[src/rtl/ptq_pkg.sv]
// ----------------------------------------------------------------------------
// ptq_pkg
// Shared types and codes for the sorted priority task queue.
// ----------------------------------------------------------------------------
`default_nettype none

package ptq_pkg;

    localparam int ID_W  = 16;
    localparam int PRI_W = 8;

    typedef enum logic [1:0] {
        K_ADD    = 2'd0,
        K_POP    = 2'd1,
        K_REMOVE = 2'd2,
        K_VIEW   = 2'd3
    } t_kind;

    typedef enum logic [1:0] {
        ST_OK        = 2'd0,
        ST_EMPTY     = 2'd1,
        ST_NOT_FOUND = 2'd2,
        ST_FULL      = 2'd3
    } t_status;

    typedef enum logic [2:0] {
        CELL_HOLD,
        CELL_ADD,
        CELL_POP,
        CELL_REMOVE,
        CELL_ROTATE
    } t_cell_op;

    typedef enum logic {
        S_IDLE,
        S_VIEW
    } t_state;

    typedef struct packed {
        logic             valid;
        logic [ID_W-1:0]  id;
        logic [PRI_W-1:0] pri;
    } t_entry;

    typedef struct packed {
        t_cell_op         op;
        logic [ID_W-1:0]  id;
        logic [PRI_W-1:0] pri;
    } t_cell_ctl;

endpackage

`default_nettype wire

[src/rtl/priority_task_queue.sv]
// A result is registered in the cycle after its request is accepted.
// A new request is taken every cycle while the result register drains.
// View emits one entry per cycle while the receiver takes them, rotating
// the cell chain; the next request is taken once the final entry is loaded.
// Reset (synchronous) empties the queue; stored ids and priorities are not
// cleared.
// ----------------------------------------------------------------------------
// priority_task_queue
// Sorted priority queue built from a chain of compare-and-shift cells.
// ----------------------------------------------------------------------------
`default_nettype none

module priority_task_queue #(
    parameter int CAPACITY = 16
) (
    input  wire         i_clk,
    input  wire         i_rst_n,
    input  wire         i_s_tvalid,
    output logic        o_s_tready,
    input  wire  [23:0] i_s_tdata,   // task_id[15:0], priority_req[23:16]
    input  wire  [1:0]  i_s_tuser,   // kind[1:0]
    output logic        o_m_tvalid,
    input  wire         i_m_tready,
    output logic [23:0] o_m_tdata,   // entry_id[15:0], entry_priority[23:16]
    output logic [1:0]  o_m_tuser,   // status[1:0]
    output logic        o_m_tlast
);
    import ptq_pkg::*;

    localparam int CNT_W = $clog2(CAPACITY + 1);

    t_entry          cell_q [CAPACITY];
    logic            cell_ge [CAPACITY];
    logic            hit [CAPACITY+1];
    logic [CAPACITY-1:0] take;
    t_cell_ctl       ctl;

    t_state           r_state, n_state;
    logic [CNT_W-1:0] r_count, n_count;
    logic [CNT_W-1:0] r_left, n_left;
    logic             r_ov, n_ov;
    t_status          r_status, n_status;
    logic [ID_W-1:0]  r_id, n_id;
    logic [PRI_W-1:0] r_pri, n_pri;
    logic             r_last, n_last;

    logic   out_free;
    logic   accept;
    logic   full;
    logic   empty;
    t_entry found;
    t_kind  kind;

    assign hit[0] = 1'b0;

    for (genvar k = 0; k < CAPACITY; k++) begin : g_cell
        t_entry left_e;
        t_entry right_e;
        logic   left_ge;
        if (k == 0) begin : g_first
            assign left_e  = '0;
            assign left_ge = 1'b1;
        end else begin : g_mid
            assign left_e  = cell_q[k-1];
            assign left_ge = cell_ge[k-1];
        end
        if (k == CAPACITY - 1) begin : g_end
            assign right_e = '0;
        end else begin : g_inner
            assign right_e = cell_q[k+1];
        end
        ptq_cell u_cell (
            .i_clk     (i_clk),
            .i_rst_n   (i_rst_n),
            .i_ctl     (ctl),
            .i_left    (left_e),
            .i_left_ge (left_ge),
            .i_right   (right_e),
            .i_head    (cell_q[0]),
            .i_hit     (hit[k]),
            .o_entry   (cell_q[k]),
            .o_ge      (cell_ge[k]),
            .o_hit     (hit[k+1]),
            .o_take    (take[k])
        );
    end

    always_comb begin
        found = '0;
        for (int k = 0; k < CAPACITY; k++) begin
            found = found | (take[k] ? cell_q[k] : '0);
        end
    end

    assign kind       = t_kind'(i_s_tuser);
    assign full       = (r_count == CNT_W'(CAPACITY));
    assign empty      = (r_count == '0);
    assign out_free   = !r_ov || i_m_tready;
    assign o_s_tready = (r_state == S_IDLE) && out_free;
    assign accept     = i_s_tvalid && o_s_tready;

    always_comb begin
        n_state  = r_state;
        n_count  = r_count;
        n_left   = r_left;
        n_ov     = r_ov && !i_m_tready;
        n_status = r_status;
        n_id     = r_id;
        n_pri    = r_pri;
        n_last   = r_last;
        ctl.op   = CELL_HOLD;
        ctl.id   = i_s_tdata[15:0];
        ctl.pri  = i_s_tdata[23:16];
        case (r_state)
            S_IDLE: begin
                if (accept) begin
                    n_ov     = 1'b1;
                    n_last   = 1'b1;
                    n_status = ST_OK;
                    n_id     = '0;
                    n_pri    = '0;
                    case (kind)
                        K_ADD: begin
                            if (full) begin
                                n_status = ST_FULL;
                            end else begin
                                ctl.op  = CELL_ADD;
                                n_count = r_count + 1'b1;
                            end
                        end
                        K_POP: begin
                            if (empty) begin
                                n_status = ST_EMPTY;
                            end else begin
                                ctl.op  = CELL_POP;
                                n_id    = cell_q[0].id;
                                n_pri   = cell_q[0].pri;
                                n_count = r_count - 1'b1;
                            end
                        end
                        K_REMOVE: begin
                            if (empty) begin
                                n_status = ST_EMPTY;
                            end else if (hit[CAPACITY]) begin
                                ctl.op  = CELL_REMOVE;
                                n_id    = found.id;
                                n_pri   = found.pri;
                                n_count = r_count - 1'b1;
                            end else begin
                                n_status = ST_NOT_FOUND;
                            end
                        end
                        K_VIEW: begin
                            if (empty) begin
                                n_status = ST_EMPTY;
                            end else begin
                                ctl.op = CELL_ROTATE;
                                n_id   = cell_q[0].id;
                                n_pri  = cell_q[0].pri;
                                n_left = r_count - 1'b1;
                                n_last = (r_count == CNT_W'(1));
                                if (r_count != CNT_W'(1)) begin
                                    n_state = S_VIEW;
                                end
                            end
                        end
                        default: begin
                            n_status = ST_OK;
                        end
                    endcase
                end
            end
            S_VIEW: begin
                if (out_free) begin
                    ctl.op   = CELL_ROTATE;
                    n_ov     = 1'b1;
                    n_status = ST_OK;
                    n_id     = cell_q[0].id;
                    n_pri    = cell_q[0].pri;
                    n_left   = r_left - 1'b1;
                    n_last   = (r_left == CNT_W'(1));
                    if (r_left == CNT_W'(1)) begin
                        n_state = S_IDLE;
                    end
                end
            end
            default: begin
                n_state = S_IDLE;
            end
        endcase
    end

    always_ff @(posedge i_clk) begin
        if (!i_rst_n) begin
            r_state <= S_IDLE;
            r_count <= '0;
            r_left  <= '0;
            r_ov    <= 1'b0;
        end else begin
            r_state <= n_state;
            r_count <= n_count;
            r_left  <= n_left;
            r_ov    <= n_ov;
        end
    end

    always_ff @(posedge i_clk) begin
        r_status <= n_status;
        r_id     <= n_id;
        r_pri    <= n_pri;
        r_last   <= n_last;
    end

    assign o_m_tvalid = r_ov;
    assign o_m_tdata  = {r_pri, r_id};
    assign o_m_tuser  = r_status;
    assign o_m_tlast  = r_last;

    a_head_valid : assert property (@(posedge i_clk) disable iff (!i_rst_n)
        cell_q[0].valid == (r_count != '0))
        else $error("head valid bit disagrees with entry count");

    a_tail_valid : assert property (@(posedge i_clk) disable iff (!i_rst_n)
        cell_q[CAPACITY-1].valid == (r_count == CNT_W'(CAPACITY)))
        else $error("tail valid bit disagrees with full queue");

    a_one_take : assert property (@(posedge i_clk) disable iff (!i_rst_n)
        $onehot0(take))
        else $error("more than one cell selected for removal");

    a_view_left : assert property (@(posedge i_clk) disable iff (!i_rst_n)
        (r_state == S_VIEW) |-> (r_left != '0 && r_left < r_count))
        else $error("view counter out of range");

    a_count_max : assert property (@(posedge i_clk) disable iff (!i_rst_n)
        r_count <= CNT_W'(CAPACITY))
        else $error("entry count above capacity");

endmodule

`default_nettype wire

[src/rtl/ptq_cell.sv]
// ----------------------------------------------------------------------------
// ptq_cell
// One slot of the queue: holds an entry, compares it with the request and
// keeps it or takes the request, the left or right neighbor's or head entry.
// ----------------------------------------------------------------------------
`default_nettype none

module ptq_cell (
    input  wire                      i_clk,
    input  wire                      i_rst_n,
    input  wire ptq_pkg::t_cell_ctl  i_ctl,
    input  wire ptq_pkg::t_entry     i_left,
    input  wire                      i_left_ge,
    input  wire ptq_pkg::t_entry     i_right,
    input  wire ptq_pkg::t_entry     i_head,
    input  wire                      i_hit,
    output ptq_pkg::t_entry          o_entry,
    output logic                     o_ge,
    output logic                     o_hit,
    output logic                     o_take
);
    import ptq_pkg::*;

    logic             r_valid;
    logic [ID_W-1:0]  r_id;
    logic [PRI_W-1:0] r_pri;
    t_entry           cur;
    t_entry           n_entry;
    logic             match;

    assign cur    = '{valid: r_valid, id: r_id, pri: r_pri};
    assign o_entry = cur;
    assign o_ge   = r_valid && (r_pri >= i_ctl.pri);
    assign match  = r_valid && (r_id == i_ctl.id);
    assign o_hit  = i_hit | match;
    assign o_take = match & ~i_hit;

    always_comb begin
        n_entry = cur;
        case (i_ctl.op)
            CELL_ADD: begin
                if (!o_ge) begin
                    if (i_left_ge) begin
                        n_entry = '{valid: 1'b1, id: i_ctl.id, pri: i_ctl.pri};
                    end else begin
                        n_entry = i_left;
                    end
                end
            end
            CELL_POP: begin
                n_entry = i_right;
            end
            CELL_REMOVE: begin
                if (o_hit) begin
                    n_entry = i_right;
                end
            end
            CELL_ROTATE: begin
                if (r_valid) begin
                    n_entry = i_right.valid ? i_right : i_head;
                end
            end
            default: begin
                n_entry = cur;
            end
        endcase
    end

    always_ff @(posedge i_clk) begin
        if (!i_rst_n) begin
            r_valid <= 1'b0;
        end else begin
            r_valid <= n_entry.valid;
        end
    end

    always_ff @(posedge i_clk) begin
        r_id  <= n_entry.id;
        r_pri <= n_entry.pri;
    end

endmodule

`default_nettype wire

[config.mk]
export PLATFORM = sky130hd
export DESIGN_NAME = priority_task_queue
export DESIGN_NICKNAME = d
export VERILOG_FILES = /design/src/rtl/ptq_pkg.sv /design/src/rtl/priority_task_queue.sv /design/src/rtl/ptq_cell.sv
export SDC_FILE = /design/constraint.sdc
export NUM_CORES = 2
export LEC_CHECK = 0
export ABC_CLOCK_PERIOD_IN_PS = 7100
export BUFFER_PORTS_ARGS = -buffer_cell sky130_fd_sc_hd__buf_2
export CAP_MARGIN = 5
export CORE_UTILIZATION = 35
export DETAILED_ROUTE_END_ITERATION = 8
export GPL_ROUTABILITY_DRIVEN = 1
export SLEW_MARGIN = 30
export SYNTH_ARGS = -nofsm -noshare
export SYNTH_HDL_FRONTEND = slang
export SYNTH_SLANG_ARGS = --single-unit
export TNS_END_PERCENT = 20
[constraint.sdc]
create_clock -name i_clk -period 7.1 [get_ports i_clk]
set_input_delay 1.065 -clock i_clk [delete_from_list [all_inputs] [get_ports i_clk]]
set_output_delay 1.065 -clock i_clk [all_outputs]
set_load 0.02 [all_outputs]
Yosys cells after proc, flatten, opt, wreduce, memory -nomap -nowiden
Index checks and enable logic that the tools add are counted.
{"block": "word_totals", "regBits": 439, "input_bits": 30, "output_inout_bits": 29, "elab_cells": 462}
{"block": "classes", "addsub": 3, "order_cmp": 16, "n_eq_ne": 83, "n_mux": 165, "n_bitwise": 61, "n_reduce_logical": 78}
{"op": "2-to-1 mux 25 bit", "n": 77}
{"op": "case mux 25 bit (4 select lines)", "n": 16}
{"op": "2-to-1 mux 24 bit", "n": 17}
{"op": "bitwise OR 24 bit", "n": 15}
{"op": "equality test 16 bit", "n": 16}
{"op": "greater-or-equal comparator 8 bit", "n": 16}
{"op": "2-to-1 mux 16 bit", "n": 5}
{"op": "!= test 2 x 1 -> 1 bit (second input constant)", "n": 35}
{"op": "case mux 16 bit (2 select lines)", "n": 2}
{"op": "AND reduction 4 bit", "n": 16}
{"op": "AND reduction 3 bit", "n": 16}
{"op": "!= test 2 bit (second input constant)", "n": 21}
{"op": "2-to-1 mux 8 bit", "n": 5}
{"op": "logical AND 1 bit", "n": 35}
{"op": "2-to-1 mux 5 bit", "n": 7}
{"op": "case mux 8 bit (2 select lines)", "n": 2}
{"op": "2-to-1 mux 2 bit", "n": 8}
{"op": "NOT 1 bit", "n": 16}
{"op": "AND 1 bit", "n": 15}
{"op": "bitwise OR 1 bit", "n": 15}
{"op": "case mux 5 bit (3 select lines)", "n": 1}
{"op": "2-to-1 mux 1 bit", "n": 14}
{"op": "case mux 3 bit (4 select lines)", "n": 1}
{"op": "equality test 5 x 1 -> 1 bit (second input constant)", "n": 2}
{"op": "25 further kinds", "n": 33}

Logic depth before layout (Yosys ltp)
{"block": "depth", "word_depth": 25, "depth_mapped": 16, "ltp_nobuf": 12}

Hierarchy
A second synthesis with hierarchy kept.
{"block": "hier_totals", "hier_cells": 3449, "area_unflattened_um2": 35855.6}
{"module": "ptq_cell at g_cell[0].u_cell ...", "n_inst": 15, "cells_each": 186, "area_per_inst_um2": 1979.4, "seq_area_each_um2": 740.7}
{"module": "priority_task_queue", "n_inst": 1, "cells_each": 472, "area_per_inst_um2": 4200.3, "seq_area_each_um2": 1051.0}
{"module": "ptq_cell at g_cell[9].u_cell", "n_inst": 1, "cells_each": 187, "area_per_inst_um2": 1964.4, "seq_area_each_um2": 740.7}

Least setup slack after synthesis
No wires, ideal clock.
{"block": "synth_path", "path_kind": "in2reg", "from": "in i_s_tdata[4]", "to": "reg g_cell[3].u_cell.r_id[0] (enable)", "setup_ps": 442, "t_arrival_ps": 5406, "required_time_ps": 6658, "setup_slack_ps": 1252, "cell_stages": 12, "n_path_buf": 3, "cell_sequence": "buf_2 -> xor2_1 -> nor4_1 -> nand4b_1 -> or4b_1 -> o311ai_2 -> nor4_4 -> o21ai_2 -> buf_2 -> buf_2 -> nor2_1 -> a211oi_1"}
{"block": "synth_between", "elab_chain_len": 25, "word_cells_on_any_way": 61, "classes_between": "23 x eq/ne; 5 x mux; 15 x bitwise; 18 x reduce/logical"}
{"item": "start, declared", "line": "priority_task_queue.sv:20", "source": "input wire [23:0] i_s_tdata,"}
{"item": "equality test 16 bit", "line": "ptq_cell.sv:34", "source": "assign match = r_valid && (r_id == i_ctl.id);"}
{"item": "logical AND 1 bit", "line": "ptq_cell.sv:34"}
{"item": "bitwise OR 1 bit (15 in a row)", "line": "ptq_cell.sv:35", "source": "assign o_hit = i_hit | match;"}
{"item": "2-to-1 mux 2 bit", "line": "priority_task_queue.sv:144", "source": "end else if (hit[CAPACITY]) begin"}
{"item": "2-to-1 mux 2 bit", "line": "priority_task_queue.sv:142", "source": "if (empty) begin"}
{"item": "case mux 3 bit (4 select lines)", "line": "priority_task_queue.sv:122", "source": "case (kind)"}
{"item": "2-to-1 mux 3 bit", "line": "priority_task_queue.sv:116", "source": "if (accept) begin"}
{"item": "case mux 3 bit (2 select lines)", "line": "priority_task_queue.sv:114", "source": "case (r_state)"}
{"item": "equality test 3 bit (tied with other cells)", "line": "ptq_cell.sv:40", "source": "case (i_ctl.op)"}
{"item": "!= test 2 x 1 -> 1 bit (no line) (tied with other cells)"}
{"item": "AND reduction 4 bit (no line) *"}
{"item": "end signal, assigned", "line": "ptq_cell.sv:78", "source": "r_id <= n_entry.id;"}
{"item": "end, declared", "line": "ptq_cell.sv:25", "source": "logic [ID_W-1:0] r_id;"}
Mark *: on every way between the ends. The rest lies on a longest branch, timed or not.
A chain may end at the register's enable or synchronous reset.

==> impl_metrics.env <==
export IMPL_arrival_ps=5950
export IMPL_cts_hold_buf=0
export IMPL_port_buffers=58
export IMPL_clkTransAtPathRegs_ps=60
export IMPL_fmax_mhz=183.4
export IMPL_fin_setup_tns_ps=0
export IMPL_end_kind="flip-flop"
export IMPL_die_w_um=318.1
export IMPL_n_antenna_cell=0
export IMPL_place_congestion=0.9464
export IMPL_cts_buffers=54
export IMPL_drc=3
export IMPL_cts_resized=0
export IMPL_io_pins=59
export IMPL_hold_class="flip-flop to flip-flop"
export IMPL_grt_overflow=0
export IMPL_ys_warn_count=0
export IMPL_ir_worst_vdd_uv=160.9
export IMPL_worst_pin_slew_ps=1055
export IMPL_status="finished, violations left"
export IMPL_syn_area_sq_um=34970
export IMPL_drtPass1Iterations=9
export IMPL_ys_types=94
export IMPL_via_count=30758
export IMPL_grt_pass1_vias=29186
export IMPL_post_cts_repair_setup_buffers=0
export IMPL_drive_above_1_share_pct=9.561
export IMPL_maxCapViolCount=0
export IMPL_violations="DRC"
export IMPL_critPathRequiredTime_ps=7590
export IMPL_synth_seq_area_share_pct=36.89
export IMPL_cts_sinks=439
export IMPL_num_rows=115
export IMPL_synth_cells=3749
export IMPL_syn_to_final_growth_pct=8.901
export IMPL_synth_largest_area_cell="edfxtp_1"
export IMPL_synth_ff_type="edfxtp_1"
export IMPL_hold_slack_ps=521.1
export IMPL_dp_cells=4862
export IMPL_share_clk_of_total_power_pct=33.4
export IMPL_post_route_min_period_ps=5453
export IMPL_vias_per_cell=6.204
export IMPL_p_leak_uw=0.01509
export IMPL_p_per_area_nw_per_um2=213.6
export IMPL_power_internal_uw=5414
export IMPL_initial_core_util_pct=35.43
export IMPL_yosysTopAreaCellShare_pct=35.29
export IMPL_p_comb_share_pct=22.5
export IMPL_core_area_sq_um=98710
export IMPL_finalCritPeriodShare_pct=76.81
export IMPL_rsz0062_at_grt="no"
export IMPL_ys_async_sr_fraction_pct=0
export IMPL_cts_max_level=2
export IMPL_clk_insertion_delay_late_ps=660
export IMPL_drt_total_wl_mm=128.0
export IMPL_cts_tree="done"
export IMPL_synth_nets=3917
export IMPL_final_util_pct=38.58
export IMPL_antenna_found_initial=6
export IMPL_grt_max_degree=90
export IMPL_slew_viol_final=0
export IMPL_hold_viol_final=0
export IMPL_finalSetupViolations=0
export IMPL_seqPwrFrac_pct=44.1
export IMPL_critical_path_class="primary input to flip-flop"
export IMPL_wl_per_cell_um=25.83
export IMPL_grt_total_usage_pct=24.48
export IMPL_critPathMaxFanout=24
export IMPL_skew_ps=31.56
export IMPL_cp_start_kind="primary input"
export IMPL_swShare_pct=33.46
export IMPL_cts_root_buf="clkbuf_16"
export IMPL_synthTopCellsByArea="edfxtp_1 35%, mux2i_1 8.7%, nand2_1 6.5%, ha_1 4.9%, xnor2_1 4.3%"
export IMPL_fp_dieH_um=318.1
export IMPL_nFillCells=9774
export IMPL_drtAntennaViolNets=0
export IMPL_fp_dieArea_sq_um=101200
export IMPL_max_clock_path_buffers=3
export IMPL_drt_iter0_drc=3922
export IMPL_dp_hpwl_mm=93.96
export IMPL_fin_nets=3799
export IMPL_rrSetupSlack_ps=2160
export IMPL_slew_headroom_pct=29.68
export IMPL_fin_cells=4958
export IMPL_grt_pass1_wl_mm=192.4
export IMPL_synth_avg_cell_area_sq_um=9.328
export IMPL_synth_edff_count=411
export IMPL_ys_seq_elements=439
export IMPL_switchingPower_uw=2722
==> path summary, 6_finish.rpt <==
kind              depth (start not counted)                         to                     start
setup reg to reg                          9  g_cell[14].u_cell.r_id[6]  g_cell[0].u_cell.r_id[0]
setup / recovery                         12  g_cell[14].u_cell.r_id[6]             i_s_tdata[10]
hold / removal                            2                  r_left[4]                 r_left[4]
hold reg to reg                           2                  r_left[4]                 r_left[4]
==> power by group through the flow <==
stage	sequential (uW)	combinational, uW	clock (uW)
5_1_grt	3620	1980	2820
2_1_floorplan	3470	1300	0
3_3_place_gp	3620	1750	0
3_5_place_dp	3630	1790	0
4_1_cts	3570	1800	2730
6_report	3590	1830	2720
==> logic make-up after synthesis <==
kind of cell / after synthesis / share of synthesized area [%]
AOI/OAI and AO/OA: 934 / 20.36
muxes: 311 / 8.926
xor gates and xnor gates: 265 / 6.637
DFF: 439 / 36.89
and+or+nand+nor: 1127 / 15.58
adders and majority gates: 138 / 4.937
buffers and inverters: 535 / 6.672
==> critical path, stage by stage <==
cell and delay (ps):
buf_2 600, buf_4 360, xor2_1 270, nor4b_1 100, nand4bb_1 110, a2bb2oi_1 490, o311ai_2 270, nor4_4 500
o21a_1 920, buf_4 330, a31o_2 640, a221o_1 260
==> metal layers <==
metal / share of wire [%] / global-route usage, % / routed length, um
met1: 43 / 34.42 / 54960
met2: 45 / 38.25 / 57130
met4: 3.2 / 7.933 / 4056
met5: 0 / 0 / 0
met3: 9.3 / 3.803 / 11890
==> registers in the layout (all words and copies together), names as in the netlist <==
register               flops
o_m_tvalid                 1
r_count                    5
g_cell.u_cell.r_id       256
r_state                    1
r_left                     5
r_pri                      8
g_cell.u_cell.r_valid     16
o_m_tuser                  2
r_id                      16
o_m_tlast                  1
g_cell.u_cell.r_pri      128
==> cells in the final DEF, fill, tap and decap left out, types with 68 or more instances in the layout <==
master / count
edfxtp_1: 411
o211ai_1: 126
ha_1: 138
a21o_1: 76
inv_1: 182
nand3_1: 104
buf_4: 113
xnor2_1: 172
a221o_1: 72
nand2_1: 599
o21ai_0: 104
o221ai_1: 144
mux2i_1: 304
nand4_1: 68
a22oi_1: 75
nor2_1: 77
a21oi_1: 100
xor2_1: 93
==> synthesized netlist by cell type (17+ instances only) <==
master	number
mux2i_1	304
and2_1	42
nor3_1	31
a21oi_1	101
nand3_1	104
edfxtp_1	411
a22oi_1	75
a222oi_1	24
a211oi_1	29
o211ai_1	126
and3_1	21
a2bb2oi_1	23
ha_1	138
clkbuf_1	199
nand2_1	601
a21o_1	76
nor4_1	42
buf_6	18
nand2b_1	26
o221ai_1	144
dfxtp_1	28
o21ai_0	105
a22o_1	34
xnor2_1	172
xor2_1	93
nand4_1	68
a221oi_1	17
a221o_1	72
inv_1	182
nor2_1	84
o211a_1	21
buf_2	110
==> metrics by stage <==
stage | instance area (sq um) | worst slack, ps | total power [uW]
finish | 38090 | 1647 | 8136
global route | 38090 | 1557 | 8415
CTS | 38080 | 1783 | 8099
detailed placement | 36460 | 1137 | 5412
global placement | 36390 | 1228 | 5373
floorplan | 34970 | 1252 | 4762
==> cell type report <==
type                    instances  area (sq um)  area share (%)
repair buffers                178          1271           3.338
inverters                     183         686.9           1.804
clock inverters                26         210.2          0.5519
flip-flops and latches        439         12900           33.88
clock buffers                  70          1411           3.706
multi-input cells            2775         19990           52.50
well taps                    1287          1610           4.228
Power figures use the tool's default switching activity.
